$ cat config.mk
export PLATFORM = sky130hd
export DESIGN_NAME = infix_to_postfix_converter
export DESIGN_NICKNAME = d
export VERILOG_FILES = /design/src/sv/i2p_pkg.sv /design/src/sv/infix_to_postfix_converter.sv /design/src/sv/i2p_ram.sv /design/src/sv/i2p_stack.sv /design/src/sv/i2p_ctrl.sv
export SDC_FILE = /design/constraint.sdc
export NUM_CORES = 1
export LEC_CHECK = 0
export BUFFER_PORTS_ARGS = -buffer_cell sky130_fd_sc_hd__buf_2
export CAP_MARGIN = 20
export CORE_ASPECT_RATIO = 1.1
export CORE_UTILIZATION = 40
export CTS_BUF_LIST = sky130_fd_sc_hd__clkbuf_2
export DETAILED_ROUTE_END_ITERATION = 10
export SETUP_SLACK_MARGIN = 0.4
export SLEW_MARGIN = 20
export SYNTH_ARGS = -nofsm -noshare
export SYNTH_HDL_FRONTEND = slang
export SYNTH_SLANG_ARGS = --single-unit
$ cat constraint.sdc
create_clock -name clk_i -period 7.3 [get_ports clk_i]
set_clock_uncertainty 0.05 [all_clocks]
set_input_delay 0.73 -clock clk_i [delete_from_list [all_inputs] [get_ports clk_i]]
set_output_delay 0.73 -clock clk_i [all_outputs]
set_load 0.03 [all_outputs]
$ cat src/sv/i2p_pkg.sv
package i2p_pkg;

  // Operator stack geometry.
  localparam int STACK_DEPTH = 16;
  localparam int PtrW        = $clog2(STACK_DEPTH);
  localparam int CntW        = $clog2(STACK_DEPTH + 1);
  localparam int CharW       = 8;

  // Recognized characters.
  localparam logic [CharW-1:0] CH_MUL   = 8'h2A;
  localparam logic [CharW-1:0] CH_DIV   = 8'h2F;
  localparam logic [CharW-1:0] CH_ADD   = 8'h2B;
  localparam logic [CharW-1:0] CH_SUB   = 8'h2D;
  localparam logic [CharW-1:0] CH_OPEN  = 8'h28;
  localparam logic [CharW-1:0] CH_CLOSE = 8'h29;

  // Result status codes.
  localparam logic [1:0] STATUS_OK        = 2'd0;
  localparam logic [1:0] STATUS_OVERFLOW  = 2'd1;
  localparam logic [1:0] STATUS_OPEN_LEFT = 2'd3;
  localparam logic [1:0] STATUS_NO_OPEN   = 2'd2;

  // Operator ranks.
  localparam logic [1:0] RANK_NONE = 2'd0;
  localparam logic [1:0] RANK_ADD  = 2'd1;
  localparam logic [1:0] RANK_MUL  = 2'd2;

  typedef enum logic [1:0] {
    ST_IDLE,
    ST_PROC,
    ST_FLUSH,
    ST_FINISH
  } state_e;

  // One result without its run markers.
  typedef struct packed {
    logic [CharW-1:0] ch;
    logic             valid;
    logic [1:0]       status;
  } res_t;

  // Load request for the output register.
  typedef struct packed {
    logic load;
    res_t res;
    logic last;
    logic done;
  } out_load_t;

  // Stack command from the sequencer.
  typedef struct packed {
    logic             push;
    logic             pop;
    logic [CharW-1:0] data;
  } stk_cmd_t;

  // Stack status seen by the sequencer.
  typedef struct packed {
    logic             empty;
    logic             full;
    logic [CharW-1:0] top;
  } stk_stat_t;

  function automatic logic [1:0] rank_of(logic [CharW-1:0] c);
    logic [1:0] r;
    if (c == CH_MUL || c == CH_DIV) begin
      r = RANK_MUL;
    end else if (c == CH_ADD || c == CH_SUB) begin
      r = RANK_ADD;
    end else begin
      r = RANK_NONE;
    end
    return r;
  endfunction

endpackage

$ cat src/sv/infix_to_postfix_converter.sv
// Infix to postfix converter (shunting yard). Each accepted transfer carries one
// ASCII character; operands come out unchanged, the operators + - * / and the
// parentheses go through an operator stack of i2p_pkg::STACK_DEPTH entries held
// in a synchronous RAM with one write port and one registered read port. The
// sequencer makes at most one stack access per cycle. An end-of-expression
// character flushes every stacked entry, then finds the stack empty. A result
// that cannot move on because the output register is held by the receiver
// stalls the sequencer.
// Results carry last_of_run on the final result of each character and expr_done
// on the final result of an expression. No clearing pass is needed after reset.
module infix_to_postfix_converter (
  input  logic       clk_i,
  input  logic       rst_ni,
  input  logic       in_valid_i,
  output logic       in_ready_o,
  input  logic [7:0] in_char_i,
  input  logic       end_of_expr_i,
  output logic       out_valid_o,
  input  logic       out_ready_i,
  output logic [7:0] out_char_o,
  output logic       char_valid_o,
  output logic [1:0] status_o,
  output logic       last_of_run_o,
  output logic       expr_done_o
);

  i2p_pkg::stk_cmd_t  cmd;
  i2p_pkg::stk_stat_t stat;
  i2p_pkg::out_load_t out_load;
  logic               out_free;
  logic               out_valid_q;
  i2p_pkg::res_t      out_res_q;
  logic               out_last_q, out_done_q;

  i2p_stack u_stack (
    .clk_i  (clk_i),
    .rst_ni (rst_ni),
    .cmd_i  (cmd),
    .stat_o (stat)
  );

  i2p_ctrl u_ctrl (
    .clk_i         (clk_i),
    .rst_ni        (rst_ni),
    .in_valid_i    (in_valid_i),
    .in_ready_o    (in_ready_o),
    .in_char_i     (in_char_i),
    .end_of_expr_i (end_of_expr_i),
    .out_free_i    (out_free),
    .out_load_o    (out_load),
    .cmd_o         (cmd),
    .stat_i        (stat)
  );

  // Output register: free when empty or being transferred this cycle.
  assign out_free = !out_valid_q || out_ready_i;

  always_ff @(posedge clk_i or negedge rst_ni) begin
    if (!rst_ni) begin
      out_valid_q <= 1'b0;
    end else if (out_load.load) begin
      out_valid_q <= 1'b1;
    end else if (out_ready_i) begin
      out_valid_q <= 1'b0;
    end
  end

  always_ff @(posedge clk_i) begin
    if (out_load.load) begin
      out_res_q  <= out_load.res;
      out_last_q <= out_load.last;
      out_done_q <= out_load.done;
    end
  end

  assign out_valid_o   = out_valid_q;
  assign out_char_o    = out_res_q.ch;
  assign char_valid_o  = out_res_q.valid;
  assign status_o      = out_res_q.status;
  assign last_of_run_o = out_last_q;
  assign expr_done_o   = out_done_q;

endmodule

$ cat src/sv/i2p_ram.sv
module i2p_ram #(
  parameter int Width = 8,
  parameter int Depth = 16
) (
  input  logic                     clk_i,
  input  logic                     we_i,
  input  logic [$clog2(Depth)-1:0] waddr_i,
  input  logic [Width-1:0]         wdata_i,
  input  logic [$clog2(Depth)-1:0] raddr_i,
  output logic [Width-1:0]         rdata_o
);

  logic [Width-1:0] mem_q [Depth];
  logic [Width-1:0] rdata_q;

  // One write port and one registered read port.
  always_ff @(posedge clk_i) begin
    if (we_i) begin
      mem_q[waddr_i] <= wdata_i;
    end
    rdata_q <= mem_q[raddr_i];
  end

  assign rdata_o = rdata_q;

endmodule

$ cat src/sv/i2p_stack.sv
module i2p_stack (
  input  logic               clk_i,
  input  logic               rst_ni,
  input  i2p_pkg::stk_cmd_t  cmd_i,
  output i2p_pkg::stk_stat_t stat_o
);

  logic [i2p_pkg::CntW-1:0]  count_q, count_d;
  logic [i2p_pkg::CntW-1:0]  count_m1;
  logic [i2p_pkg::PtrW-1:0]  waddr, raddr;
  logic                      we;
  logic [i2p_pkg::CharW-1:0] rdata;
  logic                      fwd_q, fwd_d;
  logic [i2p_pkg::CharW-1:0] fwd_data_q;
  logic                      empty, full;

  assign empty = (count_q == '0);
  assign full  = (count_q == i2p_pkg::CntW'(i2p_pkg::STACK_DEPTH));

  // Count update; the sequencer never pushes and pops in the same cycle.
  always_comb begin
    count_d = count_q;
    if (cmd_i.push && !full) begin
      count_d = count_q + 1'b1;
    end else if (cmd_i.pop && !empty) begin
      count_d = count_q - 1'b1;
    end
  end

  always_ff @(posedge clk_i or negedge rst_ni) begin
    if (!rst_ni) begin
      count_q <= '0;
      fwd_q   <= 1'b0;
    end else begin
      count_q <= count_d;
      fwd_q   <= fwd_d;
    end
  end

  // The read port always points at the top of the next cycle's stack.
  assign count_m1 = count_d - 1'b1;
  assign raddr    = (count_d == '0) ? '0 : count_m1[i2p_pkg::PtrW-1:0];
  assign waddr    = count_q[i2p_pkg::PtrW-1:0];
  assign we       = cmd_i.push && !full;

  // A push writes the entry that is read in the same cycle, so forward it.
  assign fwd_d = we && (waddr == raddr);

  always_ff @(posedge clk_i) begin
    fwd_data_q <= cmd_i.data;
  end

  i2p_ram #(
    .Width (i2p_pkg::CharW),
    .Depth (i2p_pkg::STACK_DEPTH)
  ) u_ram (
    .clk_i   (clk_i),
    .we_i    (we),
    .waddr_i (waddr),
    .wdata_i (cmd_i.data),
    .raddr_i (raddr),
    .rdata_o (rdata)
  );

  assign stat_o.empty = empty;
  assign stat_o.full  = full;
  assign stat_o.top   = fwd_q ? fwd_data_q : rdata;

endmodule

$ cat src/sv/i2p_ctrl.sv
module i2p_ctrl (
  input  logic                      clk_i,
  input  logic                      rst_ni,
  input  logic                      in_valid_i,
  output logic                      in_ready_o,
  input  logic [i2p_pkg::CharW-1:0] in_char_i,
  input  logic                      end_of_expr_i,
  input  logic                      out_free_i,
  output i2p_pkg::out_load_t        out_load_o,
  output i2p_pkg::stk_cmd_t         cmd_o,
  input  i2p_pkg::stk_stat_t        stat_i
);

  i2p_pkg::state_e state_q, state_d;

  logic [i2p_pkg::CharW-1:0] char_q;
  logic                      end_q;
  i2p_pkg::res_t             pend_q;
  logic                      pend_valid_q;

  logic                      can_emit, emit_req, fire;
  i2p_pkg::res_t             emit_res;
  logic                      proc_done, flush_done, fin_send, fin_ok;
  logic                      in_fire;
  logic [1:0]                char_rank;
  logic                      pop_top;

  // A new result fits when the pending slot is empty or can move on.
  assign can_emit  = !pend_valid_q || out_free_i;
  assign fire      = emit_req && can_emit;
  assign char_rank = i2p_pkg::rank_of(char_q);
  assign pop_top   = !stat_i.empty && (stat_i.top != i2p_pkg::CH_OPEN) &&
                     (i2p_pkg::rank_of(stat_i.top) >= char_rank);

  // The held result is released last, with its run markers set.
  assign fin_send = pend_valid_q || end_q;
  assign fin_ok   = (state_q == i2p_pkg::ST_FINISH) && (!fin_send || out_free_i);

  assign in_ready_o = (state_q == i2p_pkg::ST_IDLE) || fin_ok;
  assign in_fire    = in_valid_i && in_ready_o;

  // Sequencer outputs: at most one stack access and at most one result per cycle.
  always_comb begin
    emit_req   = 1'b0;
    emit_res   = '0;
    cmd_o      = '0;
    cmd_o.data = char_q;
    proc_done  = 1'b0;
    flush_done = 1'b0;
    unique case (state_q)
      i2p_pkg::ST_PROC: begin
        if (char_q == i2p_pkg::CH_CLOSE) begin
          if (stat_i.empty) begin
            emit_req        = 1'b1;
            emit_res.status = i2p_pkg::STATUS_NO_OPEN;
            proc_done       = can_emit;
          end else if (stat_i.top == i2p_pkg::CH_OPEN) begin
            cmd_o.pop = 1'b1;
            proc_done = 1'b1;
          end else begin
            emit_req       = 1'b1;
            emit_res.ch    = stat_i.top;
            emit_res.valid = 1'b1;
            cmd_o.pop      = can_emit;
          end
        end else if (char_rank != i2p_pkg::RANK_NONE && pop_top) begin
          emit_req       = 1'b1;
          emit_res.ch    = stat_i.top;
          emit_res.valid = 1'b1;
          cmd_o.pop      = can_emit;
        end else if (char_rank != i2p_pkg::RANK_NONE || char_q == i2p_pkg::CH_OPEN) begin
          if (stat_i.full) begin
            emit_req        = 1'b1;
            emit_res.status = i2p_pkg::STATUS_OVERFLOW;
            proc_done       = can_emit;
          end else begin
            cmd_o.push = 1'b1;
            proc_done  = 1'b1;
          end
        end else begin
          emit_req       = 1'b1;
          emit_res.ch    = char_q;
          emit_res.valid = 1'b1;
          proc_done      = can_emit;
        end
      end
      i2p_pkg::ST_FLUSH: begin
        if (stat_i.empty) begin
          flush_done = 1'b1;
        end else begin
          emit_req = 1'b1;
          if (stat_i.top == i2p_pkg::CH_OPEN) begin
            emit_res.status = i2p_pkg::STATUS_OPEN_LEFT;
          end else begin
            emit_res.ch    = stat_i.top;
            emit_res.valid = 1'b1;
          end
          cmd_o.pop = can_emit;
        end
      end
      default: begin
      end
    endcase
  end

  // Next state.
  always_comb begin
    state_d = state_q;
    unique case (state_q)
      i2p_pkg::ST_IDLE: begin
        if (in_fire) begin
          state_d = i2p_pkg::ST_PROC;
        end
      end
      i2p_pkg::ST_PROC: begin
        if (proc_done) begin
          state_d = end_q ? i2p_pkg::ST_FLUSH : i2p_pkg::ST_FINISH;
        end
      end
      i2p_pkg::ST_FLUSH: begin
        if (flush_done) begin
          state_d = i2p_pkg::ST_FINISH;
        end
      end
      i2p_pkg::ST_FINISH: begin
        if (fin_ok) begin
          state_d = in_fire ? i2p_pkg::ST_PROC : i2p_pkg::ST_IDLE;
        end
      end
      default: state_d = i2p_pkg::ST_IDLE;
    endcase
  end

  always_ff @(posedge clk_i or negedge rst_ni) begin
    if (!rst_ni) begin
      state_q      <= i2p_pkg::ST_IDLE;
      pend_valid_q <= 1'b0;
    end else begin
      state_q <= state_d;
      if (fire) begin
        pend_valid_q <= 1'b1;
      end else if (fin_ok) begin
        pend_valid_q <= 1'b0;
      end
    end
  end

  // Input character and pending result.
  always_ff @(posedge clk_i) begin
    if (in_fire) begin
      char_q <= in_char_i;
      end_q  <= end_of_expr_i;
    end
    if (fire) begin
      pend_q <= emit_res;
    end
  end

  // Output register load: a displaced pending result, or the run's last one.
  always_comb begin
    out_load_o = '0;
    if (fire && pend_valid_q) begin
      out_load_o.load = 1'b1;
      out_load_o.res  = pend_q;
    end else if (fin_ok && fin_send) begin
      out_load_o.load = 1'b1;
      out_load_o.res  = pend_valid_q ? pend_q : '0;
      out_load_o.last = 1'b1;
      out_load_o.done = end_q;
    end
  end

endmodule

==> summary.txt, run 1 <==
Synthesis
  • Most frequent cell after synthesis: edfxtp_1
  • Number of synthesized flops with an enable pin: 161
  • Synth area leaders: edfxtp_1 (55%), dfxtp_1 (3.7%), dfrtp_1 (2.9%)
  • Netlist cell types: 82
  • Post-synthesis sequential area ratio: 0.6171
  • Post-synth top area share: 0.5519
  • Commonest cells in the netlist: edfxtp_1 (161), nand2_1 (39), a21oi_1 (34)
  • Top FF cell, synth: edfxtp_1
  • Post-synth top area cell: edfxtp_1
  • Post-synthesis cell area: 8760 um2
  • Synth Register Bits: 187
  • Synth Net Count: 699
  • Post-synthesis area per instance: 12.98 um2
  • Cells after Synth: 675
  • FFs w/ async S/R, synth: 0.05348
  • YS warnings: 0

Layout
  • Final #Nets: 719
  • Reg area: 5405 um2
  • Multi-input gate area: 3024 um2
  • Layout cells sized above 1: 0.1511
  • Area grow syn2layout: 7.370%
  • Layout fillers: 1930
  • Utilization after layout: 0.4401

Pwr
  • Combinational power share: 0.499
  • NetSw: 1.882 mW
  • Switch share: 0.4631
  • Pwr Total: 4.063 mW
  • Reg power frac: 0.382
  • Clock Power Share: 0.120
  • Pwr Density: 432.0 nW/um2
  • Max VDD drop: 0.0001673 V
  • LEAKAGE: 3.184 nW
  • Power Internal: 2.181 mW

STA
  • Setup TNS: 0 ns
  • Fmax: 0.1607 GHz
  • Count of final setup violators: 0
  • Worst Tran Pin Value: 1.076 ns
  • Hold_ws: 0.1116 ns
  • Final WS setup: 1.076 ns
  • Slew margin rel.: 0.2768
  • Final-report max-slew violation count: 0
  • Setup repair after global routing missed its margin: no
  • Min Tclk post-route: 6.224 ns
  • Final Hold Fails: 0
  • Final critical-path share of the clock period: 0.8526

Clock network
  • CTS tree: done
  • Clock transition at path regs: 0.29 ns
  • Resize count post-CTS: 0
  • Post-CTS setup buffers: 0
  • Clock root buffer: clkbuf_2
  • CTS max path bufs: 2
  • Cts hold-fix bufs: 8
  • H-tree levels: 4
  • CTS Buf Count: 17
  • Clock sink total: 187
  • Worst skew pair latency: 0.79 ns

GRT
  • Met2 Use GR: 0.3647
  • Vias in the first global route: 5736
  • Initial antenna violation count: 1
  • Met1 Usage GRT: 0.2844
  • Total grt overflow: 0
  • Most Crowded Layer GR: met2
  • GR Layer Usage met3: 0.03864
  • Largest net degree at the start of global routing: 29
  • First-pass GRT wire length: 35760 um
  • Total Routing Usage GR: 0.2217

Floorplanning
  • IO Pins: 28
  • Chip Width: 143.1 um
  • # rows: 56
  • Die height: 157.2 um
  • Die footprint: 22500 um2
  • Initial Util: 0.4099
  • CORE AREA: 21370 um2

Worst setup path
  • Critical path type: flop to flop
  • Crit start category: flop
  • Critical Path RT: 7.93 ns
  • Worst-path fanout max: 19
  • Crit end category: flop
  • WP data arrival: 6.85 ns

Placed design
  • HPWL after DPL: 15970 um
  • Dpl ws: 1.140 ns
  • IO Port Bufs: 27
  • Gp weighted congestion: 0.9049

Routing
  • Wire per inst: 23.57 um
  • Via count: 6054
  • TritonRoute pass-1 iters: 7
  • Vias per Instance: 6.054
  • Final ANT Viol Nets: 0
  • DRC: 0
  • Final wirelength: 23570 um
  • DRT iter0 DRCs: 769

Status
  • Status: complete, no violations

Min path
  • HP Class: input pin to flop

Flow run
  • Maxcap violations: 0
-- path summary, 6_finish.rpt --
path,slack [ns],from,end,cells after the start
worst max-delay path,1.08,u_ctrl.char_q[7],u_stack.fwd_q,16
worst min-delay path,0.11,in_char_i[4],u_ctrl.char_q[4],1
worst max register to register,1.08,u_ctrl.char_q[7],u_stack.fwd_q,16
worst min register to register,0.50,u_ctrl.pend_q[4],out_char_o[1],1
max in group asynchronous,6.66,rst_ni,u_stack.count_q[0],2
min in group asynchronous,0.27,rst_ni,u_stack.count_q[2],2
-- flip-flops by register name, indices dropped and copies added (netlist names) --
| name | count |
|---|---|
| u_stack.u_ram.mem_q | 128 |
| u_ctrl.end_q | 1 |
| u_stack.u_ram.rdata_o | 8 |
| u_stack.fwd_data_q | 8 |
| out_char_o | 8 |
| u_ctrl.pend_q | 11 |
| u_stack.count_q | 5 |
| u_ctrl.pend_valid_q | 1 |
| u_stack.fwd_q | 1 |
| u_ctrl.state_q | 2 |
| u_ctrl.char_q | 8 |
| char_valid_o | 1 |
| last_of_run_o | 1 |
| expr_done_o | 1 |
| status_o | 2 |
| out_valid_o | 1 |
-- critical path: stages (launching register included) --
cell       delay (ns)
edfxtp_1         0.75
nor4b_4          0.53
and2_1           0.24
nand2_1          0.09
nor2_1           0.13
ha_1             0.23
nand2b_1         0.14
a21oi_1          0.36
a2111oi_1        0.18
or3_1            0.69
a311oi_2         0.46
or2_0            0.70
inv_2            0.25
nand2_1          0.50
nand2_2          0.29
xnor2_1          0.20
nor4_1           0.33
-- kinds of logic after synthesis --
logic type	synth area share
adder cells (fa/ha/maj)	0.01571
XOR/XNOR	0.007999
multiplexers	0.03442
flip-flops	0.6171
AO/OA/AOI/OAI	0.1610
buffers and inverters	0.04028
AND/OR/NAND/NOR	0.1236
-- through the flow --
step                      cell area, um2  std cells
after floorplan                     8760        675
after global placement              9094        957
after detailed placement            9094        957
after CTS                           9393        997
after global routing                9405       1000
final                               9405       1000
-- per-layer routing --
metal	part of all wire	wire, um
met1	0.41	9682
met4	0.038	897
met2	0.49	11480
met5	0	0
met3	0.064	1515
-- power by group through the flow --
| stage | Combinational (mW) | Clock, mW | Sequential [mW] |
|---|---|---|---|
| after floorplan | 1.44 | 0 | 1.59 |
| after global placement | 1.95 | 0 | 1.57 |
| after detailed placement | 1.98 | 0 | 1.58 |
| after CTS | 1.99 | 0.498 | 1.55 |
| after global routing | 2.18 | 0.537 | 1.57 |
| final | 2.03 | 0.486 | 1.55 |
-- layout make-up --
| type | instances | share of cell area |
|---|---|---|
| flip-flops and latches | 187 | 0.5747 |
| multi-input cells | 418 | 0.3215 |
| well taps | 290 | 0.03858 |
| repair buffers | 44 | 0.03007 |
| clock inverters | 15 | 0.01423 |
| inverters | 27 | 0.01131 |
| clock buffers | 17 | 0.009046 |
| diodes | 2 | 0.0005321 |
-- placed cells by master (no fill, tap or decap), types with 21 or more instances in the layout --
cell,count
inv_1,24
nand2_1,39
a21oi_1,34
buf_2,27
o211ai_1,25
edfxtp_1,161
and2_1,26
o21ai_0,21
nor2_1,23
nand3_1,24
Note: power is estimated with default switching activity, not from simulation.
==> inputs of run 2 (changes only) <==
- clock period: 7.3 -> 5.3 ns (I/O delays scaled with it)
==> run 2 against run 1 <==
  * Final cell count rose by 3.8%
  * Non-clock buffer count rose by 39
  * Fmax rose by 33%
  * Cell area rose by 4.9%
  * Setup slack got worse by 0.45 ns
  * Die area did not move
  * Critical path type unchanged
  * Sequential power rose by 32%
  * Count of clock-buffer cells in the layout did not move
==> summary.txt, run 2 (same netlist as run 1, synthesis figures left out) <==
Routing
  • TritonRoute pass-1 iters: 5 (-2)
  • DRT iter0 DRCs: 493 (-36%)
  • Vias per Instance: 5.805 (-4.1%)
  • Final wirelength: 22570 um (-4.2%)
  • Final ANT Viol Nets: 0 (unchanged)
  • DRC: 0 (unchanged)
  • Via count: 6026 (-0.46%)
  • Wire per inst: 21.74 um (-7.8%)

Layout
  • Layout cells sized above 1: 0.1992 (+0.04807)
  • Reg area: 5406 um2 (about the same)
  • Diodes inserted: 0 (-2)
  • Top flop regs: u_stack.u_ram.mem_q x128, u_ctrl.pend_q x11
  • Final #Nets: 759 (+5.6%)
  • Multi-input gate area: 3123 um2 (+3.3%)
  • Most flop-heavy register: u_stack.u_ram.mem_q
  • Utilization after layout: 0.4615 (+0.02143)
  • Most common cell after layout, fill and taps aside: edfxtp_1
  • Layout fillers: 1882 (-2.5%)
  • Area grow syn2layout: 12.60%
  • Most frequent cells in the layout: edfxtp_1 (161), buf_4 (42), nand2_1 (37)
  • Largest register FFs: 128 (unchanged)

GRT
  • Vias in the first global route: 6009 (+4.8%)
  • Total grt overflow: 0 (unchanged)
  • Initial antenna violation count: 0 (-1)
  • Total Routing Usage GR: 0.2091 (-0.01262)
  • Largest net degree at the start of global routing: 29 (unchanged)
  • First-pass GRT wire length: 34700 um (-3.0%)

Clock network
  • Clock transition at path regs: 0.33 ns (+0.04 ns)
  • H-tree levels: 4 (unchanged)
  • Clock sink total: 187 (unchanged)
  • CTS max path bufs: 2 (unchanged)
  • Worst skew pair latency: 0.77 ns (-0.02 ns)
  • CTS Buf Count: 17 (unchanged)
  • Clock root buffer: clkbuf_2
  • CTS tree: done

Placed design
  • HPWL after DPL: 16120 um (+0.96%)
  • Dpl ws: 0.02896 ns (-1.111 ns)
  • Gp weighted congestion: 0.8542 (-5.6%)
  • IO Port Bufs: 27 (unchanged)

Worst setup path
  • Crit end category: flop
  • Reg2Reg Depth: 17 (+1)
  • Crit start category: flop
  • WP data arrival: 5.32 ns (-1.53 ns)
  • Worst-path fanout max: 10 (-9)
  • Critical path's top delay family: simple AND/OR/NAND/NOR gates
  • Cell breakdown of the critical path: nor4b_4 > and2_1 > nand2_1 > nor2_1 > ha_1 > nand2b_1 > a21oi_1 > a2111oi_2 > buf_4 > or4_1 > a31oi_1 > xnor2_1 > buf_4 > o22ai_1 > a32oi_1 > a311oi_1 > mux2_2
  • Slowest-stage cell, CP: or4_1
  • Critical path type: flop to flop
  • CP peak stage delay: 0.52 ns (-0.23 ns)
  • Cell repeated most along the worst path: buf_4
  • Critical Path RT: 5.94 ns (-1.99 ns)
  • Cell count along the critical path: 17 (+1)
  • Buf+Inv Stages, Crit Path: 2 (+1)

Floorplanning
  • # rows: 56 (unchanged)
  • Die footprint: 22500 um2 (unchanged)
  • Initial Util: 0.4099 (unchanged)
  • IO Pins: 28 (unchanged)
  • Die height: 157.2 um (unchanged)
  • Chip Width: 143.1 um (unchanged)
  • CORE AREA: 21370 um2 (unchanged)

STA
  • Final WS setup: 0.6234 ns (-0.4527 ns)
  • Setup TNS: 0 ns (unchanged)
  • Final critical-path share of the clock period: 0.8824 (+0.02979)
  • Setup repair after global routing missed its margin: no
  • Fmax: 0.2138 GHz (+33%)
  • Final-report max-slew violation count: 0 (unchanged)
  • Slew margin rel.: 0.3381 (+0.06129)
  • Worst Tran Pin Value: 0.9906 ns (-0.08580 ns)
  • Final Hold Fails: 0 (unchanged)
  • Count of final setup violators: 0 (unchanged)
  • Min Tclk post-route: 4.677 ns (-1.547 ns)

Min path
  • HP Class: input pin to asynchronous set/reset pin

Flow run
  • Maxcap violations: 0 (unchanged)

Pwr
  • Pwr Density: 586.4 nW/um2 (+36%)
  • LEAKAGE: 3.411 nW (+7.1%)
  • Max VDD drop: 0.0002028 V (+21%)

Status
  • Status: complete, no violations
## run 2: changes by cell type in the layout (fill, tap and decap cells not counted), moves of 3 or more
cell | before | now
buf_4 | 9 | 42
dlygate4sd3_1 | 8 | 12
clkinv_2 | 4 | 1
clkinv_4 | 0 | 3
inv_6 | 6 | 3
## run 2: repair_timing
item / CTS / global route
pin swaps: 0 / 2
cloned: 0 / 1
gates resized for setup: 7 / 13
hold buffers: 12 / 0
setup buffers: 0 / 4
hold endpoints to repair: 20 / 0
setup endpoints to repair: 6 / 9
## run 2: where the power goes
group | internal, mW | switching [mW]
registers | 1.92 | 0.117
logic | 1.07 | 1.95
clock network | 0.163 | 0.556
## run 2: cell type report
cell class,count,share of cell area
flip-flops and latches,187,0.5481
inverters,27,0.01129
repair buffers,83,0.06102
multi-input cells,419,0.3166
well taps,290,0.03679
clock buffers,17,0.008626
clock inverters,15,0.01751
## run 2: metrics by stage
| stage | cells | power (mW) | hold slack, ns | instance area [um2] |
|---|---|---|---|---|
| after global placement | 989 | 4.902 | 0.3856 | 9324 |
| after floorplan | 675 | 4.169 | 0.1844 | 8766 |
| after CTS | 1033 | 5.689 | 0.01009 | 9739 |
| after detailed placement | 989 | 4.944 | 0.3830 | 9324 |
| final | 1038 | 5.783 | 0.08609 | 9863 |
| after global routing | 1038 | 6.141 | 0.05084 | 9863 |
## run 2: routing by layer
| layer | vias to the layer above | GRT usage | wire (um) |
|---|---|---|---|
| met3 | 39 | 0.03559 | 1089 |
| li1 | 2771 | - | - |
| met1 | 2994 | 0.2631 | 9726 |
| met5 | - | 0 | 0 |
| met4 | 0 | 0.07783 | 576 |
| met2 | 222 | 0.3589 | 11180 |
## run 2: path summary, 6_finish.rpt
check	slack [ns]	startpoint	end
max in group asynchronous	4.28	rst_ni	u_stack.fwd_q
hold / removal	0.09	rst_ni	u_stack.count_q[1]
hold reg to reg	0.50	u_ctrl.pend_q[2]	char_valid_o
setup / recovery	0.62	u_ctrl.char_q[4]	u_stack.u_ram.rdata_o[1]
min in group clk_i	0.17	in_valid_i	u_ctrl.state_q[0]
setup reg to reg	0.62	u_ctrl.char_q[4]	u_stack.u_ram.rdata_o[1]
==> inputs of run 3 (changes only) <==
- MAX_ROUTING_LAYER: default -> met4
==> run 3 against run 2 <==
  * Combinational power grew 2%
  * Fmax about the same
  * Setup slack lost 0.0010 ns
  * Non-clock buffer count down 1
  * Largest power group unchanged
==> summary.txt, run 3 (same netlist as run 1, synthesis figures left out) <==
Layout
  • Diodes inserted: 0 (unchanged)
  • Top flop regs: u_stack.u_ram.mem_q x128, u_ctrl.pend_q x11
  • Layout cells sized above 1: 0.1968 (-0.002411)
  • Most common cell after layout, fill and taps aside: edfxtp_1
  • Most flop-heavy register: u_stack.u_ram.mem_q
  • Area grow syn2layout: 11.86%
  • Most frequent cells in the layout: edfxtp_1 (161), buf_4 (44), nand2_1 (37)
  • Final #Nets: 758 (-0.13%)
  • Largest register FFs: 128 (unchanged)

Routing
  • TritonRoute pass-1 iters: 5 (unchanged)
  • Via count: 6018 (-0.13%)
  • Vias per Instance: 5.803 (about the same)
  • DRC: 0 (unchanged)
  • DRT iter0 DRCs: 538 (+9.1%)
  • Final ANT Viol Nets: 0 (unchanged)
  • Wire per inst: 22.12 um (+1.7%)
  • Final wirelength: 22940 um (+1.6%)

STA
  • Slew margin rel.: 0.3334 (-0.004742)
  • Final-report max-slew violation count: 0 (unchanged)
  • Setup repair after global routing missed its margin: no
  • Final Hold Fails: 0 (unchanged)
  • Min Tclk post-route: 4.678 ns (+0.001048 ns)
  • Setup TNS: 0 ns (unchanged)
  • Count of final setup violators: 0 (unchanged)
  • Hold_ws: 0.08550 ns (-0.0005910 ns)
  • Fmax: 0.2138 GHz (about the same)
  • Worst Tran Pin Value: 0.9977 ns (+0.007097 ns)
  • Final critical-path share of the clock period: 0.8826 (about the same)

Worst setup path
  • Cell breakdown of the critical path: mux2i_1 > xor2_1 > nand4_1 > ha_1 > nand2b_1 > a21oi_1 > a2111oi_2 > buf_4 > or4_1 > a31oi_1 > xnor2_1 > buf_4 > o22ai_1 > a32oi_1 > a311oi_1 > mux2_2
  • WP data arrival: 5.35 ns (+0.03 ns)
  • Slowest-stage cell, CP: dfrtp_2
  • Critical path type: flop to flop
  • CP peak stage delay: 0.58 ns (+0.06 ns)
  • Crit start category: flop
  • Buf+Inv Stages, Crit Path: 2 (unchanged)
  • Cell repeated most along the worst path: buf_4
  • Worst reg-to-reg setup slack: 0.62 ns (about the same)
  • Critical path's top delay family: compound AO/OA/AOI/OAI gates
  • Worst-path fanout max: 11 (+1)
  • Crit end category: flop
  • Critical Path RT: 5.98 ns (+0.04 ns)

Pwr
  • Reg power frac: 0.349 (-0.004)
  • Power Internal: 3.216 mW (+1.8%)
  • Clock Power Share: 0.125 (about the same)
  • Pwr Density: 595.4 nW/um2 (+1.5%)
  • Switch share: 0.4487 (-0.004746)
  • Combinational power share: 0.526 (+0.003)
  • Max VDD drop: 0.0002116 V (+4.3%)
  • LEAKAGE: 3.382 nW (-0.86%)
  • NetSw: 2.618 mW (-0.18%)

Floorplanning
  • Die height: 157.2 um (unchanged)
  • # rows: 56 (unchanged)
  • IO Pins: 28 (unchanged)
  • Initial Util: 0.4099 (unchanged)
  • Die footprint: 22500 um2 (unchanged)
  • Chip Width: 143.1 um (unchanged)
  • CORE AREA: 21370 um2 (unchanged)

GRT
  • Largest net degree at the start of global routing: 29 (unchanged)
  • Total grt overflow: 0 (unchanged)
  • Vias in the first global route: 5804 (-3.4%)
  • Initial antenna violation count: 0 (unchanged)
  • First-pass GRT wire length: 34280 um (-1.2%)
  • Total Routing Usage GR: 0.2169 (+0.007875)

Clock network
  • Clock transition at path regs: 0.30 ns (-0.03 ns)
  • CTS max path bufs: 2 (unchanged)
  • H-tree levels: 4 (unchanged)
  • Clock sink total: 187 (unchanged)
  • Worst skew pair latency: 0.78 ns (about the same)
  • CTS Buf Count: 17 (unchanged)
  • Clock root buffer: clkbuf_2
  • CTS tree: done

Flow run
  • Maxcap violations: 0 (unchanged)

Placed design
  • IO Port Bufs: 27 (unchanged)
  • HPWL after DPL: 16410 um (+1.8%)
  • Gp weighted congestion: 0.9493 (+11%)

Status
  • Status: complete, no violations

Min path
  • HP Class: input pin to asynchronous set/reset pin
==> run 3: worst paths after layout <==
path	start	to	depth (start not counted)
min	rst_ni	u_ctrl.state_q[0]	2
max	u_stack.fwd_q	u_stack.u_ram.rdata_o[1]	16
max reg2reg	u_stack.fwd_q	u_stack.u_ram.rdata_o[1]	16
min reg2reg	u_ctrl.pend_q[0]	status_o[0]	1
max in group asynchronous	rst_ni	u_ctrl.state_q[1]	2
min in group clk_i	in_valid_i	u_ctrl.state_q[0]	5
==> run 3: through the flow <==
| stage | setup WS, ns | instance area (um2) | cells | power, mW | util |
|---|---|---|---|---|---|
| after floorplan | 0.6251 | 8766 | 675 | 4.169 | - |
| after global placement | 0.1650 | 9324 | 989 | 4.929 | 0.4363 |
| after detailed placement | 0.09962 | 9324 | 989 | 4.987 | 0.4363 |
| after CTS | 0.4237 | 9703 | 1032 | 5.724 | 0.4540 |
| after global routing | 0.4152 | 9798 | 1037 | 6.150 | 0.4585 |
| final | 0.6224 | 9798 | 1037 | 5.834 | 0.4585 |
==> run 3: worst register-to-register path, cell delays in order, from the launching register on <==
cell,delay [ns]
dfrtp_2,0.58
mux2i_1,0.38
xor2_1,0.19
nand4_1,0.12
ha_1,0.28
nand2b_1,0.14
a21oi_1,0.24
a2111oi_2,0.10
buf_4,0.17
or4_1,0.51
a31oi_1,0.39
xnor2_1,0.32
buf_4,0.28
o22ai_1,0.15
a32oi_1,0.36
a311oi_1,0.09
mux2_2,0.28
==> run 3: final cells by class <==
| type | count | area [um2] |
|---|---|---|
| clock buffer | 17 | 85.08 |
| clock inverter | 15 | 158.9 |
| fill | 1952 | 11570 |
| inverter | 27 | 106.4 |
| multi-input combinational | 419 | 3103 |
| sequential | 187 | 5406 |
| tap | 290 | 362.8 |
| timing repair buffer | 82 | 575.6 |
==> run 3: power groups by stage <==
| stage | registers [mW] | logic (mW) | clock network, mW |
|---|---|---|---|
| after floorplan | 2.19 | 1.98 | 0 |
| after global placement | 2.07 | 2.86 | 0 |
| after detailed placement | 2.07 | 2.91 | 0 |
| after CTS | 2.04 | 2.95 | 0.738 |
| after global routing | 2.06 | 3.30 | 0.791 |
| final | 2.04 | 3.07 | 0.727 |
==> run 3: routing by layer <==
layer,part of all wire,track usage
met5,0,-
met4,0.027,0.08500
met3,0.049,0.03134
met2,0.50,0.3656
met1,0.42,0.2621
==> run 3: what timing repair did <==
item | in CTS | in global routing
gates cloned | 0 | 1
hold buffers | 11 | 0
setup endpoints to repair | 8 | 9
hold endpoints to repair | 20 | 0
gates resized for setup | 6 | 10
pin swaps | 0 | 1
buffers inserted | 0 | 4
